==> src/hw/rtl/ftdp_pkg.sv <==
// Shared types, result codes and helpers for the FLV tag parser.
`default_nettype none
package ftdp_pkg;

    localparam int OFS_W = 32;

    localparam logic [23:0] SIG_FLV     = 24'h464c56;
    localparam logic [7:0]  STREAM_BITS = 8'h05;
    localparam logic [7:0]  TAG_AUDIO   = 8'h08;
    localparam logic [7:0]  TAG_VIDEO   = 8'h09;
    localparam logic [3:0]  CODEC_AAC   = 4'd10;
    localparam logic [3:0]  CODEC_AVC   = 4'd7;
    localparam logic [3:0]  FRAME_KEY   = 4'd1;
    localparam logic [7:0]  PKT_CONFIG  = 8'd0;
    localparam logic [7:0]  PKT_FRAME   = 8'd1;

    localparam logic [2:0] KIND_AUDIO_FRAME  = 3'd0;
    localparam logic [2:0] KIND_VIDEO_FRAME  = 3'd1;
    localparam logic [2:0] KIND_AUDIO_CONFIG = 3'd2;
    localparam logic [2:0] KIND_VIDEO_CONFIG = 3'd3;
    localparam logic [2:0] KIND_END          = 3'd4;
    localparam logic [2:0] KIND_BAD_SIG      = 3'd5;
    localparam logic [2:0] KIND_NO_STREAM    = 3'd6;
    localparam logic [2:0] KIND_BAD_TAG      = 3'd7;

    typedef struct packed {
        logic [2:0]  kind;
        logic [31:0] payload_offset;
        logic [23:0] payload_length;
        logic [31:0] time_ms;
        logic [31:0] presentation_ms;
        logic        keyframe;
        logic [15:0] config_bits;
        logic [31:0] audio_duration_ms;
        logic [31:0] video_duration_ms;
        logic        final_res;
    } result_t;

    typedef struct packed {
        logic [1:0] count;
        result_t    first;
        result_t    second;
    } push_t;

    function automatic result_t make_result(
        input logic [2:0]  kind,
        input logic [31:0] offset,
        input logic [23:0] length,
        input logic [31:0] t,
        input logic [31:0] p,
        input logic        key,
        input logic [15:0] cfg,
        input logic [31:0] amax,
        input logic [31:0] vmax
    );
        result_t r;
        r.kind              = kind;
        r.payload_offset    = offset;
        r.payload_length    = length;
        r.time_ms           = t;
        r.presentation_ms   = p;
        r.keyframe          = key;
        r.config_bits       = cfg;
        r.audio_duration_ms = amax;
        r.video_duration_ms = vmax;
        r.final_res         = 1'b0;
        return r;
    endfunction

endpackage
`default_nettype wire

==> src/hw/rtl/flv_tag_demux_parser_unit.sv <==
// Top level of the FLV tag parser: byte input channel and descriptor output channel.
//
// The s_ channel takes one FLV file byte per request, with s_last_byte marking
// the final byte. The m_ channel returns descriptors: audio and video frames and
// configs, end of stream, and error codes; m_final_res marks the last result
// caused by one byte. A byte is taken in every cycle while the result queue has
// room for two entries, so the sustained rate is one byte per clock.
// A result enters the queue when its byte is accepted and reaches m_ after
// those ahead of it. The last byte can cause two results, which enter the queue
// together. After an error or the end of the file the block takes bytes but
// produces nothing until reset. Reset (aresetn low at a clock edge) returns the
// parser to the file header and empties the result queue. When the receiver
// stalls, results wait in the four-entry queue; s_ready drops once fewer than
// two entries are free and rises again as results are taken.
`default_nettype none
module flv_tag_demux_parser_unit
    import ftdp_pkg::*;
(
    input  wire logic        aclk,
    input  wire logic        aresetn,
    input  wire logic        s_valid,
    output logic             s_ready,
    input  wire logic [7:0]  s_data_byte,
    input  wire logic        s_last_byte,
    output logic             m_valid,
    input  wire logic        m_ready,
    output logic [2:0]       m_kind,
    output logic [31:0]      m_payload_offset,
    output logic [23:0]      m_payload_length,
    output logic [31:0]      m_time_ms,
    output logic [31:0]      m_presentation_ms,
    output logic             m_keyframe,
    output logic [15:0]      m_config_bits,
    output logic [31:0]      m_audio_duration_ms,
    output logic [31:0]      m_video_duration_ms,
    output logic             m_final_res
);

    push_t   push;
    result_t head;
    logic    room;

    assign s_ready = room;

    ftdp_parse u_parse (
        .aclk      (aclk),
        .aresetn   (aresetn),
        .accept    (s_valid && room),
        .data_byte (s_data_byte),
        .last_byte (s_last_byte),
        .push      (push)
    );

    ftdp_out_fifo u_fifo (
        .aclk      (aclk),
        .aresetn   (aresetn),
        .push      (push),
        .room      (room),
        .out_valid (m_valid),
        .out_ready (m_ready),
        .out_data  (head)
    );

    assign m_kind              = head.kind;
    assign m_payload_offset    = head.payload_offset;
    assign m_payload_length    = head.payload_length;
    assign m_time_ms           = head.time_ms;
    assign m_presentation_ms   = head.presentation_ms;
    assign m_keyframe          = head.keyframe;
    assign m_config_bits       = head.config_bits;
    assign m_audio_duration_ms = head.audio_duration_ms;
    assign m_video_duration_ms = head.video_duration_ms;
    assign m_final_res         = head.final_res;

endmodule
`default_nettype wire

==> src/hw/rtl/ftdp_parse.sv <==
// Per-byte parsing state and descriptor generation for the FLV tag parser.
`default_nettype none
module ftdp_parse
    import ftdp_pkg::*;
(
    input  wire logic       aclk,
    input  wire logic       aresetn,
    input  wire logic       accept,
    input  wire logic [7:0] data_byte,
    input  wire logic       last_byte,
    output push_t           push
);

    typedef enum logic [2:0] {
        PH_HEAD,
        PH_SKIPFIRST,
        PH_TAGHDR,
        PH_SUBHDR,
        PH_SKIPBODY,
        PH_STOP
    } phase_t;

    phase_t            phase_reg, phase_next;
    logic [OFS_W-1:0]  pos_reg, pos_next;
    logic [4:0]        fidx_reg, fidx_next;
    logic [OFS_W-1:0]  tstart_reg, tstart_next;
    logic [7:0]        tkind_reg, tkind_next;
    logic [23:0]       tsize_reg, tsize_next;
    logic [31:0]       ttime_reg, ttime_next;
    logic [39:0]       sub_reg, sub_next;
    logic [31:0]       skip_reg, skip_next;
    logic [31:0]       amax_reg, amax_next;
    logic [31:0]       vmax_reg, vmax_next;
    push_t             push_next;

    always_comb begin
        logic [39:0]      sh;
        logic [OFS_W-1:0] fto;
        logic [OFS_W-1:0] off;
        logic [23:0]      need;
        logic [4:0]       fi_inc;
        logic [7:0]       b0;
        logic [7:0]       b1;
        logic [31:0]      pts;
        logic             main_valid;
        result_t          main_res;
        result_t          end_res;
        logic             end_valid;

        phase_next  = phase_reg;
        pos_next    = pos_reg;
        fidx_next   = fidx_reg;
        tstart_next = tstart_reg;
        tkind_next  = tkind_reg;
        tsize_next  = tsize_reg;
        ttime_next  = ttime_reg;
        sub_next    = sub_reg;
        skip_next   = skip_reg;
        amax_next   = amax_reg;
        vmax_next   = vmax_reg;
        main_valid  = 1'b0;
        main_res    = make_result(KIND_END, '0, '0, '0, '0, 1'b0, '0, '0, '0);
        end_res     = main_res;
        end_valid   = 1'b0;
        sh          = {sub_reg[31:0], data_byte};
        fto         = OFS_W'(sh[31:0] + 32'd4);
        need        = (tkind_reg == TAG_AUDIO) ? 24'd4 : 24'd5;
        fi_inc      = fidx_reg + 5'd1;
        b0          = '0;
        b1          = '0;
        pts         = '0;
        off         = '0;

        unique case (phase_reg)
            PH_HEAD: begin
                sub_next = sh;
                if (fidx_reg == 5'd2 && sh[23:0] != SIG_FLV) begin
                    main_valid = 1'b1;
                    main_res   = make_result(KIND_BAD_SIG, '0, '0, '0, '0, 1'b0, '0,
                                             amax_reg, vmax_reg);
                    phase_next = PH_STOP;
                end else if (fidx_reg == 5'd4 && (data_byte & STREAM_BITS) != STREAM_BITS)
                begin
                    main_valid = 1'b1;
                    main_res   = make_result(KIND_NO_STREAM, '0, '0, '0, '0, 1'b0, '0,
                                             amax_reg, vmax_reg);
                    phase_next = PH_STOP;
                end else if (fidx_reg == 5'd8) begin
                    if (fto > OFS_W'(9)) begin
                        skip_next  = 32'(fto - OFS_W'(9));
                        phase_next = PH_SKIPFIRST;
                    end else begin
                        phase_next = PH_TAGHDR;
                        fidx_next  = '0;
                    end
                end else begin
                    fidx_next = fi_inc;
                end
            end
            PH_SKIPFIRST, PH_SKIPBODY: begin
                skip_next = skip_reg - 32'd1;
                if (skip_next == '0) begin
                    phase_next = PH_TAGHDR;
                    fidx_next  = '0;
                end
            end
            PH_TAGHDR: begin
                priority if (fidx_reg == 5'd0) begin
                    tstart_next = pos_reg;
                    tkind_next  = data_byte;
                end else if (fidx_reg == 5'd1) begin
                    tsize_next = {16'd0, data_byte};
                end else if (fidx_reg <= 5'd3) begin
                    tsize_next = {tsize_reg[15:0], data_byte};
                end else if (fidx_reg == 5'd4) begin
                    ttime_next = {24'd0, data_byte};
                end else if (fidx_reg <= 5'd6) begin
                    ttime_next = {8'd0, ttime_reg[15:0], data_byte};
                end else if (fidx_reg == 5'd7) begin
                    ttime_next = {ttime_reg[31:24] | data_byte, ttime_reg[23:0]};
                end else begin
                    ttime_next = ttime_reg;
                end
                if (fidx_reg == 5'd10) begin
                    if (tkind_reg == TAG_AUDIO || tkind_reg == TAG_VIDEO) begin
                        if (tsize_reg < need) begin
                            main_valid = 1'b1;
                            main_res   = make_result(KIND_BAD_TAG, '0, '0, '0, '0, 1'b0,
                                                     '0, amax_reg, vmax_reg);
                            phase_next = PH_STOP;
                        end else begin
                            phase_next = PH_SUBHDR;
                            fidx_next  = '0;
                            sub_next   = '0;
                        end
                    end else begin
                        skip_next  = {8'd0, tsize_reg} + 32'd4;
                        phase_next = PH_SKIPBODY;
                    end
                end else begin
                    fidx_next = fi_inc;
                end
            end
            PH_SUBHDR: begin
                sub_next  = sh;
                fidx_next = fi_inc;
                if ({19'd0, fi_inc} >= need) begin
                    phase_next = PH_SKIPBODY;
                    if (tkind_reg == TAG_AUDIO) begin
                        b0        = sh[31:24];
                        b1        = sh[23:16];
                        off       = tstart_reg + OFS_W'(13);
                        skip_next = {8'd0, tsize_reg};
                        if (b0[7:4] != CODEC_AAC) begin
                            main_valid = 1'b1;
                            main_res   = make_result(KIND_BAD_TAG, '0, '0, '0, '0, 1'b0,
                                                     '0, amax_reg, vmax_reg);
                            phase_next = PH_STOP;
                        end else if (b1 == PKT_CONFIG) begin
                            main_valid = 1'b1;
                            main_res   = make_result(KIND_AUDIO_CONFIG, 32'(off),
                                                     tsize_reg - 24'd2, ttime_reg,
                                                     ttime_reg, 1'b0, sh[15:0],
                                                     amax_reg, vmax_reg);
                        end else if (b1 == PKT_FRAME) begin
                            if (ttime_reg > amax_reg) begin
                                amax_next = ttime_reg;
                            end
                            main_valid = 1'b1;
                            main_res   = make_result(KIND_AUDIO_FRAME, 32'(off),
                                                     tsize_reg - 24'd2, ttime_reg,
                                                     ttime_reg, 1'b0, '0,
                                                     amax_next, vmax_reg);
                        end
                    end else begin
                        b0        = sh[39:32];
                        b1        = sh[31:24];
                        off       = tstart_reg + OFS_W'(16);
                        skip_next = {8'd0, tsize_reg} - 32'd1;
                        pts       = ttime_reg + {{8{sh[23]}}, sh[23:0]};
                        if (b0[3:0] != CODEC_AVC) begin
                            main_valid = 1'b1;
                            main_res   = make_result(KIND_BAD_TAG, '0, '0, '0, '0, 1'b0,
                                                     '0, amax_reg, vmax_reg);
                            phase_next = PH_STOP;
                        end else if (b1 == PKT_CONFIG) begin
                            main_valid = 1'b1;
                            main_res   = make_result(KIND_VIDEO_CONFIG, 32'(off),
                                                     tsize_reg - 24'd5, ttime_reg,
                                                     ttime_reg, 1'b0, '0,
                                                     amax_reg, vmax_reg);
                        end else if (b1 == PKT_FRAME) begin
                            if (pts > vmax_reg) begin
                                vmax_next = pts;
                            end
                            main_valid = 1'b1;
                            main_res   = make_result(KIND_VIDEO_FRAME, 32'(off),
                                                     tsize_reg - 24'd5, ttime_reg, pts,
                                                     b0[7:4] == FRAME_KEY, '0,
                                                     amax_reg, vmax_next);
                        end
                    end
                end
            end
            PH_STOP: begin
                phase_next = PH_STOP;
            end
            default: begin
                phase_next = PH_STOP;
            end
        endcase

        if (phase_reg != PH_STOP) begin
            pos_next = pos_reg + OFS_W'(1);
        end

        if (last_byte && phase_next != PH_STOP) begin
            end_valid = 1'b1;
            end_res   = make_result((phase_next == PH_HEAD) ? KIND_BAD_SIG : KIND_END,
                                    '0, '0, '0, '0, 1'b0, '0, amax_next, vmax_next);
            end_res.final_res = 1'b1;
            phase_next = PH_STOP;
        end

        push_next.second = end_res;
        if (main_valid) begin
            push_next.first           = main_res;
            push_next.first.final_res = !end_valid;
            push_next.count           = end_valid ? 2'd2 : 2'd1;
        end else begin
            push_next.first = end_res;
            push_next.count = end_valid ? 2'd1 : 2'd0;
        end
    end

    assign push = accept ? push_next : '{count: 2'd0, first: push_next.first,
                                         second: push_next.second};

    always_ff @(posedge aclk) begin
        if (!aresetn) begin
            phase_reg  <= PH_HEAD;
            pos_reg    <= '0;
            fidx_reg   <= '0;
            tstart_reg <= '0;
            tkind_reg  <= '0;
            tsize_reg  <= '0;
            ttime_reg  <= '0;
            sub_reg    <= '0;
            skip_reg   <= '0;
            amax_reg   <= '0;
            vmax_reg   <= '0;
        end else if (accept) begin
            phase_reg  <= phase_next;
            pos_reg    <= pos_next;
            fidx_reg   <= fidx_next;
            tstart_reg <= tstart_next;
            tkind_reg  <= tkind_next;
            tsize_reg  <= tsize_next;
            ttime_reg  <= ttime_next;
            sub_reg    <= sub_next;
            skip_reg   <= skip_next;
            amax_reg   <= amax_next;
            vmax_reg   <= vmax_next;
        end
    end

    a_stop_silent: assert property (@(posedge aclk) disable iff (!aresetn)
        phase_reg == PH_STOP |-> push.count == 2'd0)
        else $error("stopped parser produced a result");

    a_pair_ends: assert property (@(posedge aclk) disable iff (!aresetn)
        push.count == 2'd2 |-> push.second.kind == KIND_END && !push.first.final_res)
        else $error("second result of a byte is not the end marker");

    a_single_final: assert property (@(posedge aclk) disable iff (!aresetn)
        push.count == 2'd1 |-> push.first.final_res)
        else $error("single result lacks final flag");

    a_result_stops: assert property (@(posedge aclk) disable iff (!aresetn)
        push.count != 2'd0 && push.first.kind >= KIND_END |=> phase_reg == PH_STOP)
        else $error("parser kept running after end or error");

endmodule
`default_nettype wire

==> src/hw/rtl/ftdp_out_fifo.sv <==
// Four-entry result queue that takes up to two results per cycle.
`default_nettype none
module ftdp_out_fifo
    import ftdp_pkg::*;
(
    input  wire logic  aclk,
    input  wire logic  aresetn,
    input  wire push_t push,
    output logic       room,
    output logic       out_valid,
    input  wire logic  out_ready,
    output result_t    out_data
);

    result_t    entry_reg [4];
    logic [1:0] wr_reg, wr_next;
    logic [1:0] rd_reg, rd_next;
    logic [2:0] count_reg, count_next;
    logic       pop;

    assign room      = count_reg <= 3'd2;
    assign out_valid = count_reg != 3'd0;
    assign out_data  = entry_reg[rd_reg];
    assign pop       = out_valid && out_ready;

    always_comb begin
        wr_next    = wr_reg + push.count;
        rd_next    = rd_reg + {1'b0, pop};
        count_next = count_reg + {1'b0, push.count} - {2'b00, pop};
    end

    always_ff @(posedge aclk) begin
        if (push.count != 2'd0) begin
            entry_reg[wr_reg] <= push.first;
        end
        if (push.count == 2'd2) begin
            entry_reg[wr_reg + 2'd1] <= push.second;
        end
    end

    always_ff @(posedge aclk) begin
        if (!aresetn) begin
            wr_reg    <= '0;
            rd_reg    <= '0;
            count_reg <= '0;
        end else begin
            wr_reg    <= wr_next;
            rd_reg    <= rd_next;
            count_reg <= count_next;
        end
    end

    a_no_overflow: assert property (@(posedge aclk) disable iff (!aresetn)
        push.count != 2'd0 |-> {1'b0, count_reg} + {2'b00, push.count} <= 4'd4)
        else $error("result queue overflow");

    a_count_bound: assert property (@(posedge aclk) disable iff (!aresetn)
        count_reg <= 3'd4)
        else $error("result queue count out of range");

endmodule
`default_nettype wire

==> config.mk <==
export PLATFORM = sky130hd
export DESIGN_NAME = flv_tag_demux_parser_unit
export DESIGN_NICKNAME = d
export VERILOG_FILES = /design/src/hw/rtl/ftdp_pkg.sv /design/src/hw/rtl/flv_tag_demux_parser_unit.sv /design/src/hw/rtl/ftdp_parse.sv /design/src/hw/rtl/ftdp_out_fifo.sv
export SDC_FILE = /design/constraint.sdc
export NUM_CORES = 2
export LEC_CHECK = 0
export BUFFER_PORTS_ARGS = -buffer_cell sky130_fd_sc_hd__clkbuf_2
export CAP_MARGIN = 20
export CORE_MARGIN = 4
export CORE_UTILIZATION = 40
export DETAILED_ROUTE_END_ITERATION = 6
export GPL_ROUTABILITY_DRIVEN = 0
export MAX_ROUTING_LAYER = met4
export RECOVER_POWER = 100
export SLEW_MARGIN = 20
export SYNTH_ARGS = -nofsm -noshare
export SYNTH_HDL_FRONTEND = slang
export SYNTH_SLANG_ARGS = --single-unit
==> constraint.sdc <==
create_clock -name aclk -period 11.3 [get_ports aclk]
set_input_delay 1.13 -clock aclk [delete_from_list [all_inputs] [get_ports aclk]]
set_output_delay 1.13 -clock aclk [all_outputs]
set_load 0.02 [all_outputs]
==> metrics.txt <==
post-route insts no fill 7,504; Max Buffers Root-to-Sink 3; worst hold path class register to register; DP Wirelength 127,500 um; Post-Route WL 195,500 um; Synth Net Count 5,795; CTS tree yes; hold_sp u_fifo.entry_reg[2][187]; die width 377.4 um; Rows 135; synthesized cell area 54,570 um^2; worst-skew pair later-pin latency 760 ps; Area Growth Syn to Fin 11.54%; RR Startpoint u_parse.tkind_reg[4]; Residual DRC 8; dpl cells 7,282; Post-synth top flop dfxtp_1; first-pass GRT wire length 288,900 um; RSZ-0062 raised after global routing no; max-slew violations 504; leak pwr 20.60 nW; clock sink count 1,091; Post-CTS Hold Buffers 0; DP Worst Slack 2620 ps; setup TNS 0 ps; initial antenna violation count 7; DR WL/cell 26.05 um; Die Ht 377.4 um; nets@finish 5,761; H-tree depth 3; Max VDD drop 136.8 uV; Post-CTS Repair Setup Buffers 0; critical path arrival 10,300 ps; FF+latch count, synth 1,091; commonest non-fill, non-tap cells in the layout dfxtp_1, nand2_1, o21ai_0; Initial Util 40.28%; Startpoint Class register; async set-reset flop share out of synthesis 0%; Yosys cell types 91; max incr delay on CP 880 ps; Slew @ Worst Pin 4658 ps; fmax 101.5 MHz; final worst path period need 9853 ps; Syn Inst Count 5,654; post-synth top area share 30.34%; Cell Chain, Critical Path nor4_1 -> and4b_1 -> clkbuf_1 -> inv_1 -> buf_4 -> ha_1 -> or3b_2 -> a21oi_1 -> o21bai_1 -> a21oi_1 -> or3_1 -> nor3b_1 -> nor2_1 -> clkbuf_1 -> clkinv_1 -> ha_1 -> nand2_1 -> nor2_1 -> nand2_2 -> o21ai_0 -> nand2_2 -> buf_4 -> o22ai_1; worst r2r dst u_fifo.entry_reg[1][47]; Crit path required time 11,740 ps; most common cell after layout, fill and taps aside dfxtp_1; share of layout cells above drive strength 1 10.53%; R2R depth 23; Final Cycle Share 87.20%; failing checks design-rule violations, max-capacitance violations, max-slew violations; post-synth top area cell dfxtp_1; largest net degree at the start of global routing 139; Routed met1 length 81,420 um; sequential share of the synthesized area 44.87%; total gr overflow 0; DR WL met3 18,600 um; critical path class register to register; First-pass DRT Iterations 7; PD cells 170.6 nW/um^2; number of clock buffers inserted by TritonCTS 116; Max Used Layer met4; Critical-path top delay cell clkinv_1; Detail Route Antenna Nets 0; GRT Util Overall 27.19%; WHS Path Cells 2; Synth Warn # 0; Setup WS post-layout 1447 ps; R2R Setup Slk 1450 ps; hold endpoint u_fifo.entry_reg[2][187]; Core ar. 135,500 um^2; Fillers 12,970; final hold violation count 0; Crit. End Element register; vias per cell 6.341; met2 wire len 87,320 um; Die ar. 142,400 um^2; Clock Pin Slew Worst Setup and Hold Paths 60 ps; post-CTS resize count 0; outcome complete, but fails checks; Worst slew margin -210.5%; worst clock skew 48.98 ps; setup violators final 0; syn_area_per_cell 9.652 um^2; Largest register FFs 820; vias in the first global route 44,330; Crit Path Max Fanout 40; Post-synth EDFFs 264; largest cells by area after synthesis dfxtp_1, edfxtp_1, mux4_2; number of port buffers 219; number of max-cap violations 10; clock root cell clkbuf_16; initial drt markers 5,564; vias 47,580; I/O pins 220
-- Yosys cell counts (all sizes together) (82+ instances only) --
cell,count
ha,126
o21ai,436
a22o,333
edfxtp,264
xnor2,82
a21oi,306
clkbuf,428
nand2,512
o22ai,231
mux4,206
dfxtp,827
nand3,276
inv,134
nor2,386
-- metrics by stage --
stage | instance area [um^2] | hold WS, ps | total power, W | util [%]
6_report | 60870 | 451.0 | 0.01039 | 44.93
3_3_place_gp | 57070 | 429.7 | 0.006359 | 42.13
2_1_floorplan | 54570 | 419.6 | 0.005731 | -
5_1_grt | 60870 | 472.8 | 0.01074 | 44.93
4_1_cts | 61200 | 453.6 | 0.01044 | 45.18
3_5_place_dp | 57080 | 438.6 | 0.006373 | 42.14
-- how the worst max path moves through the flow --
stage,slack (ps),cells after the start,start,end
3_3_place_gp,2740,18,s_data_byte[0],u_fifo.entry_reg[1][61]
6_report,1450,23,u_parse.tkind_reg[4],u_fifo.entry_reg[1][47]
2_1_floorplan,3670,26,u_parse.tkind_reg[4],u_fifo.entry_reg[0][31]
3_5_place_dp,2620,18,s_data_byte[6],u_fifo.entry_reg[2][80]
4_1_cts,2810,23,u_parse.tkind_reg[4],u_fifo.entry_reg[1][47]
5_1_grt,1190,23,u_parse.tkind_reg[4],u_fifo.entry_reg[1][47]
-- metal layers --
layer / up-vias / global-route usage, %
met5: - / -
met4: 0 / 10.45
met3: 422 / 5.142
met2: 2458 / 41.18
met1: 23480 / 36.19
li1: 21220 / -
-- logic make-up (layout without fill, tap and decap cells) --
family                   Yosys count  count (layout)  synth area share, %
AO/OA/AOI/OAI                   1780            1780                21.76
XOR/XNOR                         150             150                2.433
flip-flops                      1091            1091                44.87
multiplexers                     267             267                9.643
buffers and inverters            625             690                4.409
adder cells (fa/ha/maj)          128             128                2.962
AND/OR/NAND/NOR                 1613            1613                13.93
other                              0               4                    0
-- final cells by class --
class / count / area (um^2) / area share (%)
Inverter: 136 / 511.7 / 0.8407
Timing Repair Buffer: 337 / 1704 / 2.800
Sequential cell: 1091 / 24490 / 40.23
Clock inverter: 57 / 733.2 / 1.205
Antenna cell: 4 / 10.01 / 0.01644
Multi-Input combinational cell: 3938 / 27810 / 45.69
Clock buffer: 160 / 3383 / 5.558
Tap cell: 1781 / 2228 / 3.661
-- where the power goes --
group          switching (W)  internal (W)  total, W
registers           0.000132       0.00409   0.00422
clock network        0.00166       0.00243   0.00410
logic                0.00137      0.000694   0.00207
total                0.00317       0.00722    0.0104
-- worst max-delay path: cells and delay by family (launching register included) --
kind | cells | cell delay (ps)
AND/OR/NAND/NOR | 10 | 3880
flip-flops | 1 | 310
buffers and inverters | 6 | 3090
AO/OA/AOI/OAI | 5 | 1360
adder cells (fa/ha/maj) | 2 | 860
Note: power is estimated with default switching activity, not from simulation.
